<file path="config.mk">
export PLATFORM = sky130hd
export DESIGN_NAME = rtu_frame_gap_receiver
export DESIGN_NICKNAME = d
export VERILOG_FILES = /design/src/design/rfg_pkg.sv /design/src/design/rfg_cfg.sv /design/src/design/rfg_in_reg.sv /design/src/design/rfg_core.sv /design/src/design/rtu_frame_gap_receiver.sv
export SDC_FILE = /design/constraint.sdc
export NUM_CORES = 1
export LEC_CHECK = 0
export BUFFER_PORTS_ARGS = -buffer_cell sky130_fd_sc_hd__buf_2
export CORE_MARGIN = 2
export CORE_UTILIZATION = 50
export CTS_CLUSTER_DIAMETER = 30
export DETAILED_ROUTE_END_ITERATION = 12
export GPL_TIMING_DRIVEN = 0
export PLACE_DENSITY = 0.7
export REMOVE_ABC_BUFFERS = 1
export SLEW_MARGIN = 20
export SYNTH_ARGS = -nofsm -noshare
export SYNTH_HDL_FRONTEND = slang
export SYNTH_HIERARCHICAL = 1
export SYNTH_SLANG_ARGS = --single-unit
</file>
<file path="constraint.sdc">
create_clock -name clk -period 4.85 [get_ports clk]
set_input_delay 0.485 -clock clk [delete_from_list [all_inputs] [get_ports clk]]
set_output_delay 0.485 -clock clk [all_outputs]
set_load 0.1 [all_outputs]
</file>
<file path="src/design/rfg_pkg.sv">
`timescale 1ns / 1ps

package rfg_pkg;

	// Receive buffer capacity in bytes
	localparam int RX_CAPACITY = 256;

	// Byte counter wide enough for the capacity, never below the 9-bit length field
	localparam int CNT_MIN_W = $clog2(RX_CAPACITY + 1);
	localparam int CNT_W = (CNT_MIN_W > 9) ? CNT_MIN_W : 9;

	localparam logic [15:0] CRC_INIT = 16'hFFFF;
	localparam logic [15:0] CRC_POLY = 16'hA001;

	// Item kinds on the input side
	typedef enum logic [1:0] {
		CMD_TICK    = 2'd0,
		CMD_BYTE    = 2'd1,
		CMD_TX_START = 2'd2,
		CMD_TX_DONE = 2'd3
	} cmd_t;

	// Result event codes
	typedef enum logic [2:0] {
		EV_NONE       = 3'd0,
		EV_ACCEPT     = 3'd1,
		EV_ADDR_MISS  = 3'd2,
		EV_CRC_ERR    = 3'd3,
		EV_IDLE       = 3'd4,
		EV_TX_END     = 3'd5
	} event_t;

	// Link state
	typedef enum logic [1:0] {
		LS_INIT = 2'd0,
		LS_IDLE = 2'd1,
		LS_TX   = 2'd2
	} link_t;

	// Register indexes on the configuration port
	typedef enum logic [1:0] {
		REG_SLAVE_ADDR = 2'd0,
		REG_SLAVE_MODE = 2'd1,
		REG_GAP_MS     = 2'd2
	} reg_idx_t;

	typedef struct packed {
		logic [7:0] slave_address;
		logic       slave_mode;
		logic [7:0] gap_ms;
	} cfg_t;

	// Modbus CRC-16, one byte per call, reflected polynomial
	function automatic logic [15:0] crc_byte(input logic [15:0] crc, input logic [7:0] b);
		logic [15:0] c;
		c = crc ^ {8'h00, b};
		for (int i = 0; i < 8; i++) begin
			if (c[0])
				c = (c >> 1) ^ CRC_POLY;
			else
				c = c >> 1;
		end
		return c;
	endfunction

endpackage

</file>
<file path="src/design/rfg_cfg.sv">
`timescale 1ns / 1ps

module rfg_cfg (
	input  logic                clk,
	input  logic                arst_n,
	input  logic                cfg_valid,
	output logic                cfg_ready,
	input  logic [1:0]          cfg_index,
	input  logic [7:0]          cfg_data,
	output rfg_pkg::cfg_t       cfg
);

	rfg_pkg::cfg_t cfg_q;

	assign cfg_ready = 1'b1;
	assign cfg = cfg_q;

	// Register file; writes to an unused index are dropped
	always_ff @(posedge clk or negedge arst_n) begin
		if (!arst_n) begin
			cfg_q.slave_address <= 8'd1;
			cfg_q.slave_mode    <= 1'b1;
			cfg_q.gap_ms        <= 8'd2;
		end else if (cfg_valid) begin
			unique case (cfg_index)
				rfg_pkg::REG_SLAVE_ADDR: cfg_q.slave_address <= cfg_data;
				rfg_pkg::REG_SLAVE_MODE: cfg_q.slave_mode    <= cfg_data[0];
				rfg_pkg::REG_GAP_MS:     cfg_q.gap_ms        <= cfg_data;
				default: ;
			endcase
		end
	end

endmodule

</file>
<file path="src/design/rfg_in_reg.sv">
`timescale 1ns / 1ps

module rfg_in_reg (
	input  logic        clk,
	input  logic        arst_n,
	input  logic        s_tvalid,
	output logic        s_tready,
	input  logic [7:0]  s_tdata,
	input  logic [1:0]  s_tuser,
	input  logic        take,
	output logic        valid_s1,
	output logic [1:0]  cmd_s1,
	output logic [7:0]  byte_s1
);

	// Input stage may refill in the cycle its item moves on
	assign s_tready = !valid_s1 || take;

	always_ff @(posedge clk or negedge arst_n) begin
		if (!arst_n)
			valid_s1 <= 1'b0;
		else if (s_tready)
			valid_s1 <= s_tvalid;
	end

	always_ff @(posedge clk) begin
		if (s_tvalid && s_tready) begin
			cmd_s1  <= s_tuser;
			byte_s1 <= s_tdata;
		end
	end

endmodule

</file>
<file path="src/design/rfg_core.sv">
`timescale 1ns / 1ps

module rfg_core (
	input  logic                    clk,
	input  logic                    arst_n,
	input  rfg_pkg::cfg_t           cfg,
	input  logic                    valid_s1,
	input  logic [1:0]              cmd_s1,
	input  logic [7:0]              byte_s1,
	output logic                    take,
	output logic                    m_tvalid,
	input  logic                    m_tready,
	output logic [2:0]              event_res,
	output logic [8:0]              frame_length,
	output logic [15:0]             request_id,
	output logic [1:0]              wire_state,
	output logic                    request_busy
);

	// Frame state
	rfg_pkg::link_t                 link_q, link_d;
	logic [rfg_pkg::CNT_W-1:0]      cnt_q, cnt_d;
	logic [7:0]                     sil_q, sil_d;
	logic [7:0]                     first_q, first_d;
	logic [15:0]                    crc_q, crc_d;
	logic                           busy_q, busy_d;
	logic [15:0]                    req_q, req_d;
	rfg_pkg::event_t                ev_d;
	logic [7:0]                     sil_inc;
	logic                           clr;

	// Result register
	logic                           res_valid_s2;
	rfg_pkg::event_t                ev_s2;

	assign take = valid_s1 && (!res_valid_s2 || m_tready);
	assign sil_inc = (sil_q == 8'hFF) ? sil_q : sil_q + 8'd1;

	// Next state for the item in the input register
	always_comb begin
		link_d  = link_q;
		cnt_d   = cnt_q;
		sil_d   = sil_q;
		first_d = first_q;
		crc_d   = crc_q;
		busy_d  = busy_q;
		req_d   = req_q;
		ev_d    = rfg_pkg::EV_NONE;
		clr     = 1'b0;
		unique case (rfg_pkg::cmd_t'(cmd_s1))
			rfg_pkg::CMD_TICK: begin
				if (link_q == rfg_pkg::LS_INIT) begin
					sil_d = sil_inc;
					if (sil_inc >= cfg.gap_ms) begin
						link_d = rfg_pkg::LS_IDLE;
						sil_d  = 8'd0;
						ev_d   = rfg_pkg::EV_IDLE;
					end
				end else if (link_q == rfg_pkg::LS_IDLE && !busy_q &&
						cnt_q != '0) begin
					sil_d = sil_inc;
					if (sil_inc >= cfg.gap_ms && cfg.slave_mode) begin
						if (first_q != cfg.slave_address) begin
							clr  = 1'b1;
							ev_d = rfg_pkg::EV_ADDR_MISS;
						end else if (cnt_q < rfg_pkg::CNT_W'(3) || crc_q != 16'd0) begin
							clr  = 1'b1;
							ev_d = rfg_pkg::EV_CRC_ERR;
						end else begin
							busy_d = 1'b1;
							req_d  = req_q + 16'd1;
							ev_d   = rfg_pkg::EV_ACCEPT;
						end
					end
				end
			end
			rfg_pkg::CMD_BYTE: begin
				if (link_q == rfg_pkg::LS_IDLE && !busy_q &&
						cnt_q < rfg_pkg::CNT_W'(rfg_pkg::RX_CAPACITY)) begin
					if (cnt_q == '0)
						first_d = byte_s1;
					cnt_d = cnt_q + rfg_pkg::CNT_W'(1);
					crc_d = rfg_pkg::crc_byte(crc_q, byte_s1);
					sil_d = 8'd0;
				end
			end
			rfg_pkg::CMD_TX_START: begin
				link_d = rfg_pkg::LS_TX;
			end
			rfg_pkg::CMD_TX_DONE: begin
				if (link_q == rfg_pkg::LS_TX) begin
					link_d = rfg_pkg::LS_IDLE;
					clr    = cfg.slave_mode;
					ev_d   = rfg_pkg::EV_TX_END;
				end
			end
			default: ;
		endcase
		// Drop the frame and start a new request
		if (clr) begin
			req_d  = req_q + 16'd1;
			busy_d = 1'b0;
			cnt_d  = '0;
			sil_d  = 8'd0;
			crc_d  = rfg_pkg::CRC_INIT;
		end
	end

	// State update
	always_ff @(posedge clk or negedge arst_n) begin
		if (!arst_n) begin
			link_q  <= rfg_pkg::LS_INIT;
			cnt_q   <= '0;
			sil_q   <= 8'd0;
			first_q <= 8'd0;
			crc_q   <= rfg_pkg::CRC_INIT;
			busy_q  <= 1'b0;
			req_q   <= 16'd0;
		end else if (take) begin
			link_q  <= link_d;
			cnt_q   <= cnt_d;
			sil_q   <= sil_d;
			first_q <= first_d;
			crc_q   <= crc_d;
			busy_q  <= busy_d;
			req_q   <= req_d;
		end
	end

	// Result register
	always_ff @(posedge clk or negedge arst_n) begin
		if (!arst_n)
			res_valid_s2 <= 1'b0;
		else if (!res_valid_s2 || m_tready)
			res_valid_s2 <= valid_s1;
	end

	always_ff @(posedge clk) begin
		if (take) begin
			ev_s2        <= ev_d;
			frame_length <= cnt_d[8:0];
			request_id   <= req_d;
			wire_state   <= link_d;
			request_busy <= busy_d;
		end
	end

	assign m_tvalid  = res_valid_s2;
	assign event_res = ev_s2;

`ifndef ASSERT_OFF
	// A request can only be pending after init wait has ended
	a_busy_not_init: assert property (@(posedge clk) disable iff (!arst_n)
		busy_q |-> link_q != rfg_pkg::LS_INIT)
		else $error("busy request during init wait");

	// Byte count never passes capacity
	a_cnt_cap: assert property (@(posedge clk) disable iff (!arst_n)
		cnt_q <= rfg_pkg::CNT_W'(rfg_pkg::RX_CAPACITY))
		else $error("byte count beyond capacity");

	// No bytes are collected before the link is idle the first time
	a_init_empty: assert property (@(posedge clk) disable iff (!arst_n)
		link_q == rfg_pkg::LS_INIT |-> cnt_q == '0)
		else $error("bytes counted during init wait");

	// An accepted frame is reported with its request marked busy
	a_accept_busy: assert property (@(posedge clk) disable iff (!arst_n)
		(m_tvalid && ev_s2 == rfg_pkg::EV_ACCEPT) |-> request_busy)
		else $error("accepted frame without busy request");

	// Result register only loads when an item moves out of the input stage
	a_take_valid: assert property (@(posedge clk) disable iff (!arst_n)
		(!m_tvalid && !valid_s1) |=> !m_tvalid)
		else $error("result appeared without an item");
`endif

endmodule

</file>
<file path="src/design/rtu_frame_gap_receiver.sv">
`timescale 1ns / 1ps

// Modbus RTU receive-side frame tracker. Each input item is a millisecond tick,
// a received byte, a transmit start or a transmit done, and each one yields
// exactly one result item carrying an event code, the current byte count, the
// request id, the link state and the busy flag. After reset the link waits
// gap_ms ticks, then goes idle; idle bytes are counted and run through the
// Modbus CRC-16; in slave mode gap_ms ticks of silence end the frame, which is
// checked against slave_address and the CRC. One item is taken every clock
// cycle while the result side keeps up. Each item passes the input register
// and then the result register, with the whole CRC byte update done
// combinationally between them. While m_tready is low the result register
// and the input register each hold one item, and s_tready drops until the
// result is taken. Configuration writes are taken at any time but should
// only be made while no items are in flight.
module rtu_frame_gap_receiver (
	input  logic        clk,
	input  logic        arst_n,
	// Input items
	input  logic        s_tvalid,
	output logic        s_tready,
	input  logic [7:0]  s_tdata,   // [7:0] rx_byte
	input  logic [1:0]  s_tuser,   // [1:0] cmd
	// Result items
	output logic        m_tvalid,
	input  logic        m_tready,
	output logic [31:0] m_tdata,   // [8:0] frame_length, [24:9] request_id,
	                               // [26:25] wire_state, [27] request_busy, rest zero
	output logic [2:0]  m_tuser,   // [2:0] event_res
	// Configuration writes
	input  logic        cfg_valid,
	output logic        cfg_ready,
	input  logic [1:0]  cfg_index,
	input  logic [7:0]  cfg_data
);

	rfg_pkg::cfg_t cfg;
	logic          take;
	logic          valid_s1;
	logic [1:0]    cmd_s1;
	logic [7:0]    byte_s1;
	logic [8:0]    frame_length;
	logic [15:0]   request_id;
	logic [1:0]    wire_state;
	logic          request_busy;

	rfg_cfg u_cfg (
		.clk       (clk),
		.arst_n    (arst_n),
		.cfg_valid (cfg_valid),
		.cfg_ready (cfg_ready),
		.cfg_index (cfg_index),
		.cfg_data  (cfg_data),
		.cfg       (cfg)
	);

	rfg_in_reg u_in_reg (
		.clk      (clk),
		.arst_n   (arst_n),
		.s_tvalid (s_tvalid),
		.s_tready (s_tready),
		.s_tdata  (s_tdata),
		.s_tuser  (s_tuser),
		.take     (take),
		.valid_s1 (valid_s1),
		.cmd_s1   (cmd_s1),
		.byte_s1  (byte_s1)
	);

	rfg_core u_core (
		.clk          (clk),
		.arst_n       (arst_n),
		.cfg          (cfg),
		.valid_s1     (valid_s1),
		.cmd_s1       (cmd_s1),
		.byte_s1      (byte_s1),
		.take         (take),
		.m_tvalid     (m_tvalid),
		.m_tready     (m_tready),
		.event_res    (m_tuser),
		.frame_length (frame_length),
		.request_id   (request_id),
		.wire_state   (wire_state),
		.request_busy (request_busy)
	);

	assign m_tdata = {4'd0, request_busy, wire_state, request_id, frame_length};

endmodule
</file>
==> metrics.md <==
| Metric | Value |
|---|---|
| Routed WL | 11500 um |
| Placed inst area | 0.00639 mm2 |
| Cells on worst reg2reg path | 14 |
| Post-CTS Resized | 0 |
| Largest net degree at the start of global routing | 49 |
| Fin crit share | 89.4% |
| Ports | 63 |
| ANT nets after route | 0 |
| Vias in the first global route | 3974 |
| Initial antenna violation count | 0 |
| Row cnt | 39 |
| Sw power | 1.22 mW |
| Post-Syn Instances | 506 |
| Die ar. | 0.0128 mm2 |
| Register share of total power | 38.5% |
| Gp weighted congestion | 0.833 |
| Pint | 2.56 mW |
| Worst-path clk slew | 0.06 ns |
| PortBufs | 57 |
| First-pass GRT wire length | 19400 um |
| Maximum clock rate | 231 MHz |
| Htree depth | 4 |
| Minimum clock period | 4.33 ns |
| Die height | 113 um |
| Maxcap violations | 0 |
| Sw frac | 32.2% |
| Synth cell types | 65 |
| Main synth FF type | dfrtp_1 |
| Area grow syn2layout | 17.3% |
| Reg-to-Reg Start | u_core/sil_q[0]$_DFFE_PN0P_ |
| Sequential share of the synthesized area | 54.1% |
| #FFs+latches synth | 120 |
| Gr ovfl total | 0 |
| CTS tree | built |
| Share of post-route cells with drive strength above 1 | 27.7% |
| Number of synthesized flops with an enable pin | 41 |
| Cell area power density | 539 mW/mm2 |
| RSZ-0062 raised after global routing | no |
| Count of hold-fix buffers inserted at cts | 0 |
| Drt wl/cell | 15.9 um |
| CP arrival | 4.66 ns |
| CP endpoint kind | flip-flop |
| Via/cell ratio | 5.49 |
| Final #Nets | 606 |
| Type of the worst min-delay path | input pin to asynchronous set/reset pin |
| Root buffer cell | clkbuf_16 |
| Drt initial violations | 214 |
| Leak | 2.99 nW |
| Comb pwr share | 27.0% |
| Final HPWL DP | 7970 um |
| Status | complete, no violations |
| Final hold vios | 0 |
| ANT cells | 0 |
| Total number of vias | 3956 |
| Clock skew | 0.0137 ns |
| Clock buffer depth | 2 |
| Num CTS Buffers | 17 |
| Async SR Flop Fraction | 65.8% |
| Post-route cell area | 0.00701 mm2 |
| Die width | 113 um |
| Clock power frac | 34.5% |
| Starting Density | 51.9% |
| Slew headroom | 40.3% |
| Tot Pwr | 3.78 mW |
| Total GRT Usage | 19.2% |
| DRC Markers | 0 |
| Area of the mapped netlist | 0.00597 mm2 |
| WS Path Type | flip-flop to flip-flop |
| Peak supply drop | 0.000328 V |
| Syn_area_per_cell | 11.8 um2 |
| Slew @ Worst Pin | 0.896 ns |
| Final setup fails | 0 |
| Slew Viols, Final | 0 |
| Post-CTS Setup Inserts | 0 |
| R2r setup slk | 0.52 ns |
| Clock net sink count | 120 |
| DRT Pass-1 Iters | 5 |
| Worst-skew pair later-pin latency | 0.41 ns |
| Yosys warnings | 6 |
| FF-to-FF End | u_core/crc_q[13]$_DFFE_PN1P_ |
| Crit Path Max Fanout | 22 |
| Core Box Area | 0.0115 mm2 |
| Worst EP required | 5.18 ns |
| CP Launch Type | flip-flop |
-- worst max-delay path by stage --
stage          slack (ns)  cells past startpoint                              end                   startpoint
3_5_place_dp         0.57                     14      u_core/crc_q[7]$_DFFE_PN1P_  u_core/sil_q[0]$_DFFE_PN0P_
2_1_floorplan        0.76                     14  u_core/request_id[11]$_DFFE_PP_  u_core/sil_q[0]$_DFFE_PN0P_
3_3_place_gp        -0.10                     14  u_core/request_id[11]$_DFFE_PP_  u_core/sil_q[0]$_DFFE_PN0P_
5_1_grt              0.03                     14     u_core/crc_q[15]$_DFFE_PN1P_  u_core/sil_q[0]$_DFFE_PN0P_
6_report             0.52                     14     u_core/crc_q[13]$_DFFE_PN1P_  u_core/sil_q[0]$_DFFE_PN0P_
4_1_cts              0.54                     14      u_core/crc_q[7]$_DFFE_PN1P_  u_core/sil_q[0]$_DFFE_PN0P_
-- cell usage in the layout, fill, tap and decap left out, types with 3 or more instances in the layout --
cell / n
o22a_1: 5
dfrtp_1: 60
clkbuf_1: 3
a22o_1: 6
o31ai_1: 6
edfxtp_1: 41
inv_1: 18
nor2_1: 30
xnor2_1: 50
a21oi_1: 5
nor4_1: 6
nand4_1: 10
clkbuf_16: 17
dfstp_2: 19
bufinv_16: 4
and3_1: 7
nand2_1: 50
mux2_2: 27
buf_2: 56
nor4_4: 3
conb_1: 5
xor2_1: 20
nand3_1: 20
nand2b_1: 5
a2bb2oi_1: 11
nor3_1: 11
ha_1: 17
o21ai_0: 10
-- worst max-delay path: stages, from the launching register on --
cell and delay [ns]:
dfrtp_1 0.44, ha_1 0.23, nand2_1 0.11, nor2_1 0.20, and3_1 0.34, or3_1 0.18, nand2_1 0.07, ha_1 0.28
o21ai_0 0.10, a21boi_0 0.31, a32oi_2 0.22, o31ai_4 0.83, nor2_1 0.16, nor2_2 0.57, a2bb2oi_1 0.22
-- power by group through the flow --
stage / sequential, mW / combinational (mW) / clock, mW
global placement: 1.46 / 0.968 / 0
floorplan: 1.63 / 0.628 / 0
CTS: 1.45 / 1.02 / 1.32
detailed placement: 1.47 / 1.01 / 0
global route: 1.48 / 1.11 / 1.38
finish: 1.46 / 1.02 / 1.30
-- logic make-up (layout without fill, tap and decap cells) --
family / count (synthesis) / after routing / synth area share (%)
AND/OR/NAND/NOR: 167 / 167 / 15.3
flip-flops: 120 / 120 / 54.1
XOR/XNOR: 70 / 70 / 10.3
AO/OA/AOI/OAI: 60 / 60 / 8.02
buffers and inverters: 42 / 110 / 3.31
multiplexers: 28 / 28 / 5.34
adder cells (fa/ha/maj): 17 / 17 / 3.56
other: 2 / 5 / 0.126
-- registers in the layout, indices dropped and copies added, names as in the netlist --
name                 cells
u_cfg/cfg               17
u_core/crc_q            16
u_core/req_q            16
u_core/request_id       16
u_core/cnt_q             9
u_core/frame_length      9
u_core/first_q           8
u_core/sil_q             8
u_in_reg/byte_s1         8
u_core/event_res         3
u_core/link_q            2
u_core/wire_state        2
u_in_reg/cmd_s1          2
u_core/busy_q            1
u_core/m_tvalid          1
u_core/request_busy      1
u_in_reg/valid_s1        1
-- through the flow --
stage / TNS, ns / instances / hold slack (ns) / util, % / worst slack [ns]
final: 0 / 720 / 0.0155 / 60.9 / 0.516
after global routing: 0 / 720 / 0.0394 / 60.9 / 0.0341
after CTS: 0 / 720 / 0.0268 / 60.9 / 0.538
after detailed placement: 0 / 688 / 0.464 / 55.5 / 0.567
after global placement: -0.291 / 686 / 0.460 / 54.9 / -0.102
after floorplan: 0 / 486 / 0.189 / - / 0.758
-- synth_stat cells, types with 3 or more instances --
library cell	n	area (um2)
dfrtp_1	60	1500
nand2_1	51	191
xnor2_1	50	438
edfxtp_1	41	1230
nor2_1	30	113
mux2_2	27	304
nand3_1	20	100
xor2_1	20	175
dfstp_2	19	499
inv_1	19	71.3
ha_1	17	213
nor3_1	12	60.1
a2bb2oi_1	11	96.3
o21ai_0	11	55.1
nand4_1	10	62.6
buf_2	8	40.0
and3_1	7	43.8
a22o_1	6	52.6
buf_4	6	45.0
clkbuf_1	6	22.5
nor4_1	6	37.5
o31ai_1	6	45.0
a21oi_1	5	25.0
nand2b_1	5	31.3
o22a_1	5	43.8
nor4_4	3	63.8
-- metal layers --
metal	share of wire [%]	global-route usage (%)	wire length, um	vias up
met4	1.6	6.59	180	0
met2	49	31.1	5560	81
met5	0	0	0	-
met1	46	25.2	5280	1955
li1	-	-	-	1902
met3	3.8	5.41	437	18
-- final cells by class --
type | count | area [um2]
clock buffers | 22 | 464
clock inverters | 10 | 153
fillers | 924 | 4510
inverters | 19 | 71.3
multi-input cells | 347 | 2580
flip-flops and latches | 120 | 3230
well taps | 143 | 179
repair buffers | 59 | 335
No activity file was read; power rests on OpenSTA's default activity.
